--- config.mk ---
export PLATFORM = sky130hd
export DESIGN_NAME = adaptive_rice_codec_unit
export DESIGN_NICKNAME = d
export VERILOG_FILES = /design/src/design/arc_pkg.sv /design/src/design/adaptive_rice_codec_unit.sv /design/src/design/arc_map.sv /design/src/design/arc_window.sv
export SDC_FILE = /design/constraint.sdc
export NUM_CORES = 1
export LEC_CHECK = 0
export ABC_AREA = 1
export BUFFER_PORTS_ARGS = -buffer_cell sky130_fd_sc_hd__clkbuf_2
export CORE_AREA = 2 2 270 272
export CTS_CLUSTER_DIAMETER = 80
export DETAILED_ROUTE_END_ITERATION = 12
export DIE_AREA = 0 0 272 274
export SETUP_SLACK_MARGIN = 0.4
export SLEW_MARGIN = 10
export SYNTH_ARGS = -nofsm -noshare
export SYNTH_HDL_FRONTEND = slang
export SYNTH_HIERARCHICAL = 1
export SYNTH_SLANG_ARGS = --single-unit
--- constraint.sdc ---
create_clock -name i_clk -period 21.2 [get_ports i_clk]
set_input_delay 2.12 -clock i_clk [delete_from_list [all_inputs] [get_ports i_clk]]
set_output_delay 2.12 -clock i_clk [all_outputs]
set_load 0.1 [all_outputs]
--- src/design/arc_pkg.sv ---
// ----------------------------------------------------------------------------
// arc_pkg
// shared types and constants of the adaptive rice codec unit
// ----------------------------------------------------------------------------
`default_nettype none

package arc_pkg;

    // default depth of the bit length history
    localparam int unsigned WINDOW_DEFAULT = 16;

    // widths fixed by the field definitions
    localparam int unsigned DATA_W = 32;
    localparam int unsigned K_W    = 6;
    localparam int unsigned CFG_W  = 6;
    localparam int unsigned IDX_W  = 2;

    // largest rice parameter, takes the whole word
    localparam logic [K_W-1:0] K_MAX   = 6'd32;
    localparam logic [K_W-1:0] K_RESET = 6'd8;

    // configuration register indexes
    localparam logic [IDX_W-1:0] CFG_DIRECTION     = 2'd0;
    localparam logic [IDX_W-1:0] CFG_SAMPLE_FORMAT = 2'd1;
    localparam logic [IDX_W-1:0] CFG_INITIAL_K     = 2'd2;

    // direction codes
    localparam logic DIR_ENCODE = 1'b0;
    localparam logic DIR_DECODE = 1'b1;

    // sample format codes, the reserved code acts as 32 bits
    localparam logic [1:0] FMT_8  = 2'd0;
    localparam logic [1:0] FMT_16 = 2'd1;
    localparam logic [1:0] FMT_32 = 2'd2;

    typedef struct packed {
        logic           direction;
        logic [1:0]     sample_format;
        logic [K_W-1:0] initial_k;
    } t_cfg;

    // one history update, issued when an item is worked
    typedef struct packed {
        logic           step;
        logic [K_W-1:0] bit_len;
    } t_win_req;

endpackage

`default_nettype wire

--- src/design/adaptive_rice_codec_unit.sv ---
// ----------------------------------------------------------------------------
// adaptive_rice_codec_unit
// adaptive golomb-rice coder for audio samples, encode or decode per config
// ----------------------------------------------------------------------------
// channel   direction  handshake                     payload
// input     in         i_in_valid / o_in_stall       frame_start, sample_in,
//                                                    quotient_in, remainder_in
// output    out        o_out_valid / i_out_stall     quotient_out, remainder_out,
//                                                    remainder_bits, sample_out, next_k
// config    in         i_cfg_we, i_cfg_index         i_cfg_data
//
// one word per cycle sustained while the output does not stall; a word passes
// through the input register and then appears at the output register
// the rate is set by the rice parameter loop: map, bit length, history sum and
// the reciprocal multiply are all combinational and settle before the next word
// synchronous active-low reset; no clearing pass, history entries are only used
// once every slot has been written after reset or the last frame start
// a stalled output holds its word; the input register still fills, then stalls
// ----------------------------------------------------------------------------
`default_nettype none

module adaptive_rice_codec_unit #(
    parameter int unsigned WINDOW = arc_pkg::WINDOW_DEFAULT
) (
    input  wire logic                                i_clk,
    input  wire logic                                i_rst_n,
    // configuration
    input  wire logic                                i_cfg_we,
    input  wire logic [arc_pkg::IDX_W-1:0]           i_cfg_index,
    input  wire logic [arc_pkg::CFG_W-1:0]           i_cfg_data,
    // input words
    input  wire logic                                i_in_valid,
    output logic                                     o_in_stall,
    input  wire logic                                i_frame_start,
    input  wire logic signed [arc_pkg::DATA_W-1:0]   i_sample_in,
    input  wire logic [arc_pkg::DATA_W-1:0]          i_quotient_in,
    input  wire logic [arc_pkg::DATA_W-1:0]          i_remainder_in,
    // result words
    output logic                                     o_out_valid,
    input  wire logic                                i_out_stall,
    output logic [arc_pkg::DATA_W-1:0]               o_quotient_out,
    output logic [arc_pkg::DATA_W-1:0]               o_remainder_out,
    output logic [arc_pkg::K_W-1:0]                  o_remainder_bits,
    output logic signed [arc_pkg::DATA_W-1:0]        o_sample_out,
    output logic [arc_pkg::K_W-1:0]                  o_next_k
);

    // configuration registers
    arc_pkg::t_cfg r_cfg;

    // input register
    logic                              r_in_valid;
    logic                              r_frame_start;
    logic signed [arc_pkg::DATA_W-1:0] r_sample_in;
    logic [arc_pkg::DATA_W-1:0]        r_quotient_in;
    logic [arc_pkg::DATA_W-1:0]        r_remainder_in;

    // result register
    logic                              r_out_valid;
    logic [arc_pkg::DATA_W-1:0]        r_quotient_out;
    logic [arc_pkg::DATA_W-1:0]        r_remainder_out;
    logic [arc_pkg::K_W-1:0]           r_remainder_bits;
    logic signed [arc_pkg::DATA_W-1:0] r_sample_out;
    logic [arc_pkg::K_W-1:0]           r_next_k;

    // datapath
    logic                              adv;
    logic                              in_acc;
    logic [arc_pkg::K_W-1:0]           k_use;
    logic [arc_pkg::K_W-1:0]           next_k;
    logic [arc_pkg::DATA_W-1:0]        q_out;
    logic [arc_pkg::DATA_W-1:0]        rem_out;
    logic signed [arc_pkg::DATA_W-1:0] s_out;
    logic [arc_pkg::K_W-1:0]           bit_len;
    arc_pkg::t_win_req                 win_req;

    // input word moves to the result register when that is empty or draining
    assign adv        = r_in_valid && (!r_out_valid || !i_out_stall);
    assign o_in_stall = r_in_valid && !adv;
    assign in_acc     = i_in_valid && !o_in_stall;

    // configuration writes, unknown indexes are dropped
    always_ff @(posedge i_clk) begin
        if (!i_rst_n) begin
            r_cfg.direction     <= arc_pkg::DIR_ENCODE;
            r_cfg.sample_format <= arc_pkg::FMT_32;
            r_cfg.initial_k     <= arc_pkg::K_RESET;
        end else if (i_cfg_we) begin
            case (i_cfg_index)
                arc_pkg::CFG_DIRECTION:     r_cfg.direction     <= i_cfg_data[0];
                arc_pkg::CFG_SAMPLE_FORMAT: r_cfg.sample_format <= i_cfg_data[1:0];
                arc_pkg::CFG_INITIAL_K:     r_cfg.initial_k     <= i_cfg_data;
                default: ;
            endcase
        end
    end

    // input register control
    always_ff @(posedge i_clk) begin
        if (!i_rst_n) begin
            r_in_valid <= 1'b0;
        end else if (in_acc) begin
            r_in_valid <= 1'b1;
        end else if (adv) begin
            r_in_valid <= 1'b0;
        end
    end

    // input register payload
    always_ff @(posedge i_clk) begin
        if (in_acc) begin
            r_frame_start  <= i_frame_start;
            r_sample_in    <= i_sample_in;
            r_quotient_in  <= i_quotient_in;
            r_remainder_in <= i_remainder_in;
        end
    end

    // history and k adaptation; k_use already reflects a frame start
    assign win_req.step    = adv;
    assign win_req.bit_len = bit_len;

    arc_window #(
        .WINDOW (WINDOW)
    ) u_window (
        .i_clk         (i_clk),
        .i_rst_n       (i_rst_n),
        .i_frame_start (r_frame_start && r_in_valid),
        .i_initial_k   (r_cfg.initial_k),
        .i_req         (win_req),
        .o_k_use       (k_use),
        .o_next_k      (next_k)
    );

    // mapping and quotient/remainder split for the word in the input register
    arc_map u_map (
        .i_cfg           (r_cfg),
        .i_k             (k_use),
        .i_sample_in     (r_sample_in),
        .i_quotient_in   (r_quotient_in),
        .i_remainder_in  (r_remainder_in),
        .o_quotient_out  (q_out),
        .o_remainder_out (rem_out),
        .o_sample_out    (s_out),
        .o_bit_len       (bit_len)
    );

    // result register control
    always_ff @(posedge i_clk) begin
        if (!i_rst_n) begin
            r_out_valid <= 1'b0;
        end else if (adv) begin
            r_out_valid <= 1'b1;
        end else if (!i_out_stall) begin
            r_out_valid <= 1'b0;
        end
    end

    // result register payload
    always_ff @(posedge i_clk) begin
        if (adv) begin
            r_quotient_out   <= q_out;
            r_remainder_out  <= rem_out;
            r_remainder_bits <= k_use;
            r_sample_out     <= s_out;
            r_next_k         <= next_k;
        end
    end

    assign o_out_valid      = r_out_valid;
    assign o_quotient_out   = r_quotient_out;
    assign o_remainder_out  = r_remainder_out;
    assign o_remainder_bits = r_remainder_bits;
    assign o_sample_out     = r_sample_out;
    assign o_next_k         = r_next_k;

    // a worked word always lands in the result register
    a_adv_lands: assert property (@(posedge i_clk) disable iff (!i_rst_n)
        adv |=> r_out_valid)
        else $error("worked word not presented at output");

    // stall toward the source only while a word is held
    a_stall_held: assert property (@(posedge i_clk) disable iff (!i_rst_n)
        o_in_stall |-> (r_in_valid && r_out_valid))
        else $error("input stalled with nothing held");

    // remainder never carries bits above the parameter used
    a_rem_fits: assert property (@(posedge i_clk) disable iff (!i_rst_n)
        r_out_valid |-> ((r_remainder_bits == arc_pkg::K_MAX) ||
                         ((r_remainder_out >> r_remainder_bits) == 32'd0)))
        else $error("remainder wider than rice parameter");

endmodule

`default_nettype wire

--- src/design/arc_map.sv ---
// ----------------------------------------------------------------------------
// arc_map
// sample mapping, quotient and remainder split, and the inverse for decode
// ----------------------------------------------------------------------------
`default_nettype none

module arc_map (
    input  wire arc_pkg::t_cfg                   i_cfg,
    input  wire logic [arc_pkg::K_W-1:0]         i_k,
    input  wire logic signed [arc_pkg::DATA_W-1:0] i_sample_in,
    input  wire logic [arc_pkg::DATA_W-1:0]      i_quotient_in,
    input  wire logic [arc_pkg::DATA_W-1:0]      i_remainder_in,
    output logic [arc_pkg::DATA_W-1:0]           o_quotient_out,
    output logic [arc_pkg::DATA_W-1:0]           o_remainder_out,
    output logic signed [arc_pkg::DATA_W-1:0]    o_sample_out,
    output logic [arc_pkg::K_W-1:0]              o_bit_len
);

    // sign extend from the configured sample width
    function automatic logic [31:0] sign_fit(input logic [1:0] fmt, input logic [31:0] v);
        logic [31:0] res;
        case (fmt)
            arc_pkg::FMT_8:  res = {{24{v[7]}}, v[7:0]};
            arc_pkg::FMT_16: res = {{16{v[15]}}, v[15:0]};
            default:         res = v;
        endcase
        return res;
    endfunction

    // position of the top set bit plus one, zero for zero
    function automatic logic [5:0] bit_len(input logic [31:0] v);
        logic [31:0] w;
        logic [4:0]  p;
        w = v;
        p = '0;
        if (|w[31:16]) begin
            p[4] = 1'b1;
            w    = {16'b0, w[31:16]};
        end
        if (|w[15:8]) begin
            p[3] = 1'b1;
            w    = {24'b0, w[15:8]};
        end
        if (|w[7:4]) begin
            p[2] = 1'b1;
            w    = {28'b0, w[7:4]};
        end
        if (|w[3:2]) begin
            p[1] = 1'b1;
            w    = {30'b0, w[3:2]};
        end
        if (w[1]) begin
            p[0] = 1'b1;
        end
        return (v == 32'd0) ? 6'd0 : ({1'b0, p} + 6'd1);
    endfunction

    logic        full_k;
    logic [31:0] mask;
    logic [31:0] x;
    logic [31:0] enc_mapped;
    logic [31:0] dec_hi;
    logic [31:0] dec_mapped;
    logic [31:0] unmapped;
    logic [31:0] mapped;

    assign full_k = (i_k == arc_pkg::K_MAX);
    assign mask   = full_k ? '1 : ((32'd1 << i_k[4:0]) - 32'd1);

    // zigzag: 2x for x >= 0, 2|x|-1 otherwise
    assign x          = sign_fit(i_cfg.sample_format, i_sample_in);
    assign enc_mapped = {x[30:0], 1'b0} ^ {32{x[31]}};

    // quotient field sits above the remainder, so the add is an or
    assign dec_hi     = full_k ? 32'd0 : (i_quotient_in << i_k[4:0]);
    assign dec_mapped = dec_hi | (i_remainder_in & mask);
    assign unmapped   = {1'b0, dec_mapped[31:1]} ^ {32{dec_mapped[0]}};

    always_comb begin
        if (i_cfg.direction == arc_pkg::DIR_DECODE) begin
            mapped          = dec_mapped;
            o_quotient_out  = '0;
            o_remainder_out = '0;
            o_sample_out    = sign_fit(i_cfg.sample_format, unmapped);
        end else begin
            mapped          = enc_mapped;
            o_quotient_out  = full_k ? 32'd0 : (enc_mapped >> i_k[4:0]);
            o_remainder_out = enc_mapped & mask;
            o_sample_out    = '0;
        end
    end

    assign o_bit_len = bit_len(mapped);

endmodule

`default_nettype wire

--- src/design/arc_window.sv ---
// ----------------------------------------------------------------------------
// arc_window
// bit length history ring, running sum and rice parameter adaptation
// ----------------------------------------------------------------------------
`default_nettype none

module arc_window #(
    parameter int unsigned WINDOW = arc_pkg::WINDOW_DEFAULT
) (
    input  wire logic                    i_clk,
    input  wire logic                    i_rst_n,
    input  wire logic                    i_frame_start,
    input  wire logic [arc_pkg::K_W-1:0] i_initial_k,
    input  wire arc_pkg::t_win_req       i_req,
    output logic [arc_pkg::K_W-1:0]      o_k_use,
    output logic [arc_pkg::K_W-1:0]      o_next_k
);

    localparam int unsigned PTR_W  = (WINDOW > 1) ? $clog2(WINDOW) : 1;
    localparam int unsigned FILL_W = $clog2(WINDOW + 1);
    localparam int unsigned SUM_W  = $clog2(32 * WINDOW + 1);
    // sum / WINDOW as a multiply by a rounded up reciprocal, exact for every sum
    localparam int unsigned DIV_L  = (WINDOW > 1) ? $clog2(WINDOW) : 0;
    localparam int unsigned DIV_SH = SUM_W + DIV_L;
    localparam longint unsigned DIV_M = ((64'd1 << DIV_SH) + WINDOW - 1) / WINDOW;
    localparam int unsigned M_W    = SUM_W + 2;
    localparam int unsigned PROD_W = SUM_W + M_W;

    localparam logic [PTR_W-1:0]  PTR_LAST = PTR_W'(WINDOW - 1);
    localparam logic [FILL_W-1:0] FILL_MAX = FILL_W'(WINDOW);
    localparam logic [M_W-1:0]    RECIP    = M_W'(DIV_M);

    logic [arc_pkg::K_W-1:0] mem [WINDOW];

    logic [arc_pkg::K_W-1:0] r_k;
    logic [arc_pkg::K_W-1:0] n_k;
    logic [FILL_W-1:0]       r_fill;
    logic [FILL_W-1:0]       n_fill;
    logic [SUM_W-1:0]        r_sum;
    logic [SUM_W-1:0]        n_sum;
    logic [PTR_W-1:0]        r_ptr;
    logic [PTR_W-1:0]        n_ptr;
    logic [arc_pkg::K_W-1:0] r_old;

    logic [arc_pkg::K_W-1:0] init_sat;
    logic [arc_pkg::K_W-1:0] k_e;
    logic [FILL_W-1:0]       fill_e;
    logic [SUM_W-1:0]        sum_e;
    logic [PTR_W-1:0]        ptr_e;
    logic [SUM_W-1:0]        upd_sum;
    logic [PROD_W-1:0]       prod;
    logic [arc_pkg::K_W-1:0] div_k;
    logic                    full;

    assign init_sat = (i_initial_k > arc_pkg::K_MAX) ? arc_pkg::K_MAX : i_initial_k;

    // frame start clears the history ahead of this item
    assign k_e    = i_frame_start ? init_sat : r_k;
    assign fill_e = i_frame_start ? '0 : r_fill;
    assign sum_e  = i_frame_start ? '0 : r_sum;
    assign ptr_e  = i_frame_start ? '0 : r_ptr;
    assign full   = (fill_e == FILL_MAX);

    assign upd_sum = full ? (sum_e - SUM_W'(r_old) + SUM_W'(i_req.bit_len))
                          : (sum_e + SUM_W'(i_req.bit_len));
    assign prod    = PROD_W'(upd_sum) * PROD_W'(RECIP);
    assign div_k   = prod[DIV_SH +: arc_pkg::K_W];

    always_comb begin
        n_k    = r_k;
        n_fill = r_fill;
        n_sum  = r_sum;
        n_ptr  = r_ptr;
        if (i_req.step) begin
            n_sum  = upd_sum;
            n_ptr  = (ptr_e == PTR_LAST) ? '0 : (ptr_e + PTR_W'(1));
            if (full) begin
                n_fill = fill_e;
                n_k    = div_k;
            end else begin
                n_fill = fill_e + FILL_W'(1);
                n_k    = k_e;
            end
        end
    end

    assign o_k_use  = k_e;
    assign o_next_k = n_k;

    always_ff @(posedge i_clk) begin
        if (!i_rst_n) begin
            r_k    <= arc_pkg::K_RESET;
            r_fill <= '0;
            r_sum  <= '0;
            r_ptr  <= '0;
        end else begin
            r_k    <= n_k;
            r_fill <= n_fill;
            r_sum  <= n_sum;
            r_ptr  <= n_ptr;
        end
    end

    // ring write at the slot in use
    always_ff @(posedge i_clk) begin
        if (i_req.step) begin
            mem[ptr_e] <= i_req.bit_len;
        end
    end

    // fetch the oldest entry for the slot the next item uses, with write bypass
    always_ff @(posedge i_clk) begin
        if (i_req.step && (ptr_e == n_ptr)) begin
            r_old <= i_req.bit_len;
        end else begin
            r_old <= mem[n_ptr];
        end
    end

    a_fill_bound: assert property (@(posedge i_clk) disable iff (!i_rst_n)
        r_fill <= FILL_MAX)
        else $error("history fill beyond window depth");

    a_k_bound: assert property (@(posedge i_clk) disable iff (!i_rst_n)
        r_k <= arc_pkg::K_MAX)
        else $error("rice parameter beyond 32");

    a_sum_bound: assert property (@(posedge i_clk) disable iff (!i_rst_n)
        (SUM_W + 6)'(r_sum) <= ((SUM_W + 6)'(r_fill) << 5))
        else $error("history sum exceeds 32 per stored entry");

endmodule

`default_nettype wire
# --- Word level (Yosys, flattened, before mapping) ---
# Memories as Yosys holds them, arrays and structs flattened. A register that Yosys moved wholly into a read port is not among the register bits.
# Cells that the tools add are included.
word_totals:
  register_bits: 241
  ramBits: 96
  output_inout_bits: 110
  mem_count: 1
memory_table:
  columns: ["name", "depth", "word_bits", "read_ports", "rd_ports_with_merged_regs", "write_ports", "line_no", "source"]
  rows:
  - ["u_window.mem", 16, 6, 1, 1, 1, "arc_window.sv:33", "logic [arc_pkg::K_W-1:0] mem [WINDOW];"]
classes:
  add_sub_neg: 7
  order_cmp: 1
  n_eq_ne: 7
  shift: 3
  n_mux: 32
  bitwise: 5
  n_reduce_logical: 21
op_table:
  columns: ["operator", "count"]
  rows:
  - ["case mux 32 bit (2 select lines)", 2]
  - ["two-way mux 32 bit", 3]
  - ["AND 32 bit", 2]
  - ["zero test 32 bit", 1]
  - ["bitwise OR 32 bit", 1]
  - ["<< shifter 1 x 5 -> 32 bit, first input constant", 1]
  - ["<< shifter 32 x 5 -> 32 bit", 1]
  - ["right shift 32 x 5 -> 32 bit", 1]
  - ["subtractor 32 x 1 -> 32 bit, second input constant", 1]
  - ["bitwise XOR 31 x 32 -> 32 bit", 1]
  - ["bitwise XOR 32 bit", 1]
  - ["two-way mux 6 bit", 5]
  - ["adder 10 x 6 -> 10 bit", 2]
  - ["two-way mux 10 bit", 2]
  - ["two-way mux 16 bit", 1]
  - ["two-way mux 4 bit", 4]
  - ["OR reduction 16 bit", 1]
  - ["two-way mux 1 bit", 11]
  - ["two-way mux 5 bit", 2]
  - ["subtractor 10 x 6 -> 10 bit", 1]
  - ["two-way mux 8 bit", 1]
  - ["OR reduction 8 bit", 1]
  - ["adder 5 x 1 -> 6 bit, second input constant", 1]
  - ["equality test 6 bit, second input constant", 1]
  - ["other kinds (17)", 28]

# --- Logic depth before layout (Yosys ltp) ---
logic_depth:
  depth_word: 24
  mapped_depth: 55
  mapped_depth_nobuf: 52

# --- Cells and area by module ---
# Netlist, hierarchy kept.
modules_own_cells:
  columns: ["module", "n_inst", "cells_per_inst", "area_per_inst_um2"]
  rows:
  - ["arc_map", 1, 1409, 6801.5]
  - ["adaptive_rice_codec_unit", 1, 278, 6646.4]
  - ["arc_window", 1, 706, 6490.0]

# --- Worst setup path before layout ---
# Ideal clock, no wire load.
synth_path:
  path_type: "input to register"
  from: "input port i_out_stall"
  to: "memory u_window/mem[0][0] (netlist bit) (enable)"
  setup_ns: 0.350
  arrival_ns: 8.260
  required_ns: 20.850
  slack_ns: 12.590
  stages: 8
  path_buffers: 3
  cell_sequence: "nand2_1 -> inv_1 -> nor2_1 -> buf_6 -> clkbuf_1 -> clkbuf_1 -> nand2_1 -> nor2_1"
synth_between:
  elab_chain_cells: 5
synth_lines:
  columns: ["item", "line_no", "source"]
  rows:
  - ["start, declared", "adaptive_rice_codec_unit.sv:40", "input wire logic i_out_stall,"]
  - ["zero test 1 bit", null, null]
  - ["logical OR 1 bit", "adaptive_rice_codec_unit.sv:78", "assign adv = r_in_valid && (!r_out_valid || !i_out_stall);"]
  - ["logical AND 1 bit", "adaptive_rice_codec_unit.sv:78", null]
  - ["named net adv", "adaptive_rice_codec_unit.sv:67", "logic adv;"]
  - ["two-way mux 1 bit", "arc_window.sv:106", "if (i_req.step) begin"]
  - ["two-way mux 1 bit (not written as such)", "arc_window.sv:107", "mem[ptr_e] <= i_req.bit_len;"]
  - ["end, declared", "arc_window.sv:33", null]
# The timed path passes the listed nets, and every way through them passes these cells.

# --- Worst setup path after layout ---
layout_path:
  from: "register r_in_valid"
  to: "register u_window.r_sum[4]"
layout_between:
  elab_chain_cells: 21
  word_cells_on_any_way: 35
layout_lines:
  columns: ["item", "line_no", "source"]
  rows:
  - ["start, declared", "adaptive_rice_codec_unit.sv:52", "logic r_in_valid;"]
  - ["start signal, assigned", "adaptive_rice_codec_unit.sv:101", "r_in_valid <= 1'b0;"]
  - ["start signal, assigned", "adaptive_rice_codec_unit.sv:103", "r_in_valid <= 1'b1;"]
  - ["start signal, assigned", "adaptive_rice_codec_unit.sv:105", "r_in_valid <= 1'b0;"]
  - ["logical AND 1 bit *", "adaptive_rice_codec_unit.sv:128", ".i_frame_start (r_frame_start && r_in_valid),"]
  - ["two-way mux 6 bit *", "arc_window.sv:58", "assign k_e = i_frame_start ? init_sat : r_k;"]
  - ["named net k_use, one bit", "adaptive_rice_codec_unit.sv:69", "logic [arc_pkg::K_W-1:0] k_use;"]
  - ["<< shifter 1 x 5 -> 32 bit", "arc_map.sv:68", "assign mask = full_k ? '1 : ((32'd1 << i_k[4:0]) - 32'd1);"]
  - ["subtractor 32 x 1 -> 32 bit", "arc_map.sv:68", null]
  - ["two-way mux 32 bit", "arc_map.sv:68", null]
  - ["AND 32 bit", "arc_map.sv:76", "assign dec_mapped = dec_hi | (i_remainder_in & mask);"]
  - ["bitwise OR 32 bit *", "arc_map.sv:76", null]
  - ["(+7 left out)", null, null]
  - ["OR reduction 2 bit", "arc_map.sv:48", "if (|w[3:2]) begin"]
  - ["two-way mux 2 bit", "arc_map.sv:48", null]
  - ["two-way mux 1 bit", "arc_map.sv:52", "if (w[1]) begin"]
  - ["adder 5 x 1 -> 6 bit", "arc_map.sv:55", "return (v == 32'd0) ? 6'd0 : ({1'b0, p} + 6'd1);"]
  - ["two-way mux 6 bit *", "arc_map.sv:55", null]
  - ["named net bit_len, one bit", "adaptive_rice_codec_unit.sv:74", "logic [arc_pkg::K_W-1:0] bit_len;"]
  - ["adder 10 x 6 -> 10 bit (on tied branches)", "arc_window.sv:65, arc_window.sv:64", null]
  - ["two-way mux 10 bit *", "arc_window.sv:64", "assign upd_sum = full ? (sum_e - SUM_W'(r_old) + SUM_W'(i_req.bit_len))"]
  - ["end signal, assigned", "arc_window.sv:99", "r_sum <= n_sum;"]
  - ["end, declared", "arc_window.sv:39", "logic [SUM_W-1:0] r_sum;"]
# Mark *: on every way through the listed nets, which the timed path passes. The rest lies on a longest branch.
# A chain may end at the register's enable or synchronous reset.

==> impl_metrics.env <==
export IMPL_cp_slowest_stage_delay_ps=780
export IMPL_hold_viol=0
export IMPL_drc_errors=0
export IMPL_rsz0062_at_grt="no"
export IMPL_dieWidth_um=272
export IMPL_yosys_warnings=6
export IMPL_syn_area_per_cell_um2=8.33
export IMPL_cp_data_required_time_ps=21660
export IMPL_synth_xor_area_frac=0.0114
export IMPL_first_iter_violations=1971
export IMPL_intPower_mw=1.33
export IMPL_post_cts_buffers=0
export IMPL_h_tree_depth=2
export IMPL_min_path_type="reg -> reg"
export IMPL_syn_area_mm2=0.0199
export IMPL_synthArstFlopShare=0
export IMPL_power_frac_seq=0.384
export IMPL_drive_above_1_share=0.162
export IMPL_gp_congestion=0.949
export IMPL_yosysTopAreaCellShare=0.453
export IMPL_worst_pin_slew_ps=1010
export IMPL_wl_met1_um=30500
export IMPL_synth_main_ff_cell="edfxtp_1"
export IMPL_grt_pass1_wl_um=103000
export IMPL_fp_coreArea_mm2=0.0720
export IMPL_wl_met2_um=31400
export IMPL_synthSimpleGateAreaFrac=0.250
export IMPL_max_vdd_ir_drop_uv=49.1
export IMPL_die_h_um=274
export IMPL_cts_hold_buffers_added=0
export IMPL_drt_total_wl_um=69700
export IMPL_syn_inst=2393
export IMPL_ys_ff_latch=343
export IMPL_gr_total_overflow=0
export IMPL_critPathLaunchType="register"
export IMPL_synth_mux_area_frac=0.00301
export IMPL_rows=99
export IMPL_cts_root_buf="clkbuf_16"
export IMPL_r2r_setup_slack_ps=11810
export IMPL_synth_nets=2535
export IMPL_synth_fa_ha_area_frac=0.0227
export IMPL_fmax_ghz=0.106
export IMPL_hold_worst_slack_ps=486
export IMPL_clock_skew_ps=26.3
export IMPL_nets=2691
export IMPL_cts_tree="done"
export IMPL_synth_top_family_by_area="simple AND/OR/NAND/NOR gates"
export IMPL_yosysTopAreaCell="edfxtp_1"
export IMPL_vias=17389
export IMPL_pwr_share_clk=0.330
export IMPL_initial_core_util=0.277
export IMPL_finalCritPeriodShare=0.443
export IMPL_yosysMostFrequentCell="nand2_1"
export IMPL_swShare=0.362
export IMPL_path_max_fanout=43
export IMPL_grt_usage=0.183
export IMPL_ioPinCount=220
export IMPL_antenna_left=0
export IMPL_fin_crit_ps=9390
export IMPL_fin_ws_ps=11810
export IMPL_p_switching_mw=0.757
export IMPL_powerDensity_mw_per_mm2=90.5
export IMPL_path_clk_slew_ps=60
export IMPL_ys_seq_area_frac=0.496
export IMPL_crit_start="r_in_valid"
export IMPL_grt_pass1_vias=16379
export IMPL_critPathCapture="u_window/r_sum[4]"
export IMPL_met3_length_um=5650
export IMPL_worstPathArrival_ps=9860
export IMPL_total_leakage_power_nw=9.82
export IMPL_port_buffers=219
export IMPL_outcome="completed"
export IMPL_cts_sinks=343
export IMPL_first_pass_iters=5
export IMPL_top_layer="met5"
export IMPL_antenna_found_initial=7
export IMPL_power_mw=2.09
export IMPL_clk_latency_ps=580
export IMPL_drv_cap=0
export IMPL_finalSetupViolations=0
export IMPL_synth_distinct_cells=56
export IMPL_synth_edf_count=301
export IMPL_pre_cts_ws_ps=11880
export IMPL_reg2reg_from="r_in_valid"
export IMPL_cts_buffers=40
export IMPL_cts_resized=0
export IMPL_synth_top_cells_by_area="edfxtp_1, nand2_1, o21ai_0"
export IMPL_die_area_mm2=0.0745
export IMPL_cts_buffer_depth=3
export IMPL_r2r_end="u_window/r_sum[4]"
export IMPL_finalSetupTns_ps=0
export IMPL_reg2regPathDepth=43
export IMPL_syn_to_final_growth_pct=15.9
export IMPL_synthTopCellsByCount="nand2_1, edfxtp_1, inv_1"
export IMPL_vias_per_cell=4.91
export IMPL_slew_viol_final=0
export IMPL_comb_power_share=0.286
export IMPL_grt_max_degree=85
export IMPL_worstSetupEndpointType="register"
export IMPL_critPathSlowestCell="nor2_2"
export IMPL_slew_headroom=0.328
export IMPL_synth_compound_area_frac=0.133
export IMPL_hpwl_um=52900
export IMPL_wire_per_inst_um=19.7
export IMPL_path_class="reg -> reg"
export IMPL_path_common_cell="nand2_1"
## logic make-up (layout without fill, tap and decap cells)
family / count (synthesis) / after routing
AND/OR/NAND/NOR: 1134 / 1134
buffers and inverters: 381 / 569
XOR/XNOR: 26 / 26
other: 0 / 1
AO/OA/AOI/OAI: 471 / 471
adder cells (fa/ha/maj): 32 / 32
flip-flops: 343 / 343
multiplexers: 6 / 6
## cell type report
cell class,instances,area (um2)
inverter,251,946
tap,959,1200
sequential,343,9880
multi-input combinational,1669,8470
antenna,1,2.50
clock buffer,53,1080
fill,7639,48900
clock inverter,21,236
timing repair buffer,244,1280
## through the flow
| stage | std cells | utilization | cell area (um2) |
|---|---|---|---|
| floorplan | 2393 | - | 19900 |
| global placement | 3466 | 0.303 | 21800 |
| detailed placement | 3466 | 0.303 | 21800 |
| CTS | 3540 | 0.321 | 23100 |
| global route | 3540 | 0.321 | 23100 |
| finish | 3541 | 0.321 | 23100 |
## layout by cell type, fill, tap and decap left out, types with 10 or more instances in the layout
cell type and count:
xor2_1 10, nand3_1 209, clkbuf_16 40, nand2_1 585, or2_2 15, nand4_1 26, a311oi_1 16, inv_2 12
inv_1 234, ha_1 25, o21ai_0 210, edfxtp_1 301, xnor2_1 16, o21ai_1 17, a21oi_1 133, a31oi_1 11
nor3_1 11, nor2_4 12, nand2_2 27, dfxtp_1 41, clkbuf_1 10, buf_4 25, nor2_1 205, o211ai_1 37
nor2_2 15, clkbuf_2 219
## worst min path at each step
| stage | cells after the start | start | endpoint |
|---|---|---|---|
| after global routing | 2 | r_cfg[3] | r_cfg[3] |
| after floorplan | 2 | r_cfg[3] | r_cfg[3] |
| final | 2 | u_window/r_fill[2] | u_window/r_fill[2] |
| after detailed placement | 2 | u_window/r_fill[2] | u_window/r_fill[2] |
| after global placement | 2 | u_window/r_fill[2] | u_window/r_fill[2] |
| after CTS | 2 | u_window/r_fill[2] | u_window/r_fill[2] |
## critical path, delay by kind of cell, from the launching register on
family,cells,cell delay [ps]
compound gates,4,1130
fa+ha+maj,2,960
buf+inv,9,2320
flops,1,340
simple gates,28,4470
## power by group through the flow
stage / registers (mW) / clock network (mW) / logic [mW]
after detailed placement: 0.819 / 0 / 0.589
after floorplan: 0.920 / 0 / 0.318
after global placement: 0.819 / 0 / 0.589
after global routing: 0.807 / 0.737 / 0.652
final: 0.804 / 0.689 / 0.598
after CTS: 0.805 / 0.711 / 0.591
## registers in the layout, summed over array words and instances (netlist names)
signal / count
o_sample_out: 32
r_frame_start: 1
u_window/r_fill: 5
r_quotient_in: 32
r_cfg: 9
r_remainder_in: 32
o_remainder_out: 32
r_sample_in: 32
u_window/r_ptr: 4
o_quotient_out: 32
o_next_k: 6
u_window/r_k: 6
u_window/mem: 96
o_out_valid: 1
r_in_valid: 1
u_window/r_old: 6
u_window/r_sum: 10
o_remainder_bits: 6
## per-layer routing
metal / vias up / GRT usage
met2: 620 / 0.288
met3: 109 / 0.0434
met5: - / 0
met4: 8 / 0.0604
met1: 8231 / 0.249
li1: 8421 / -
(Power assumes the default switching activity.)
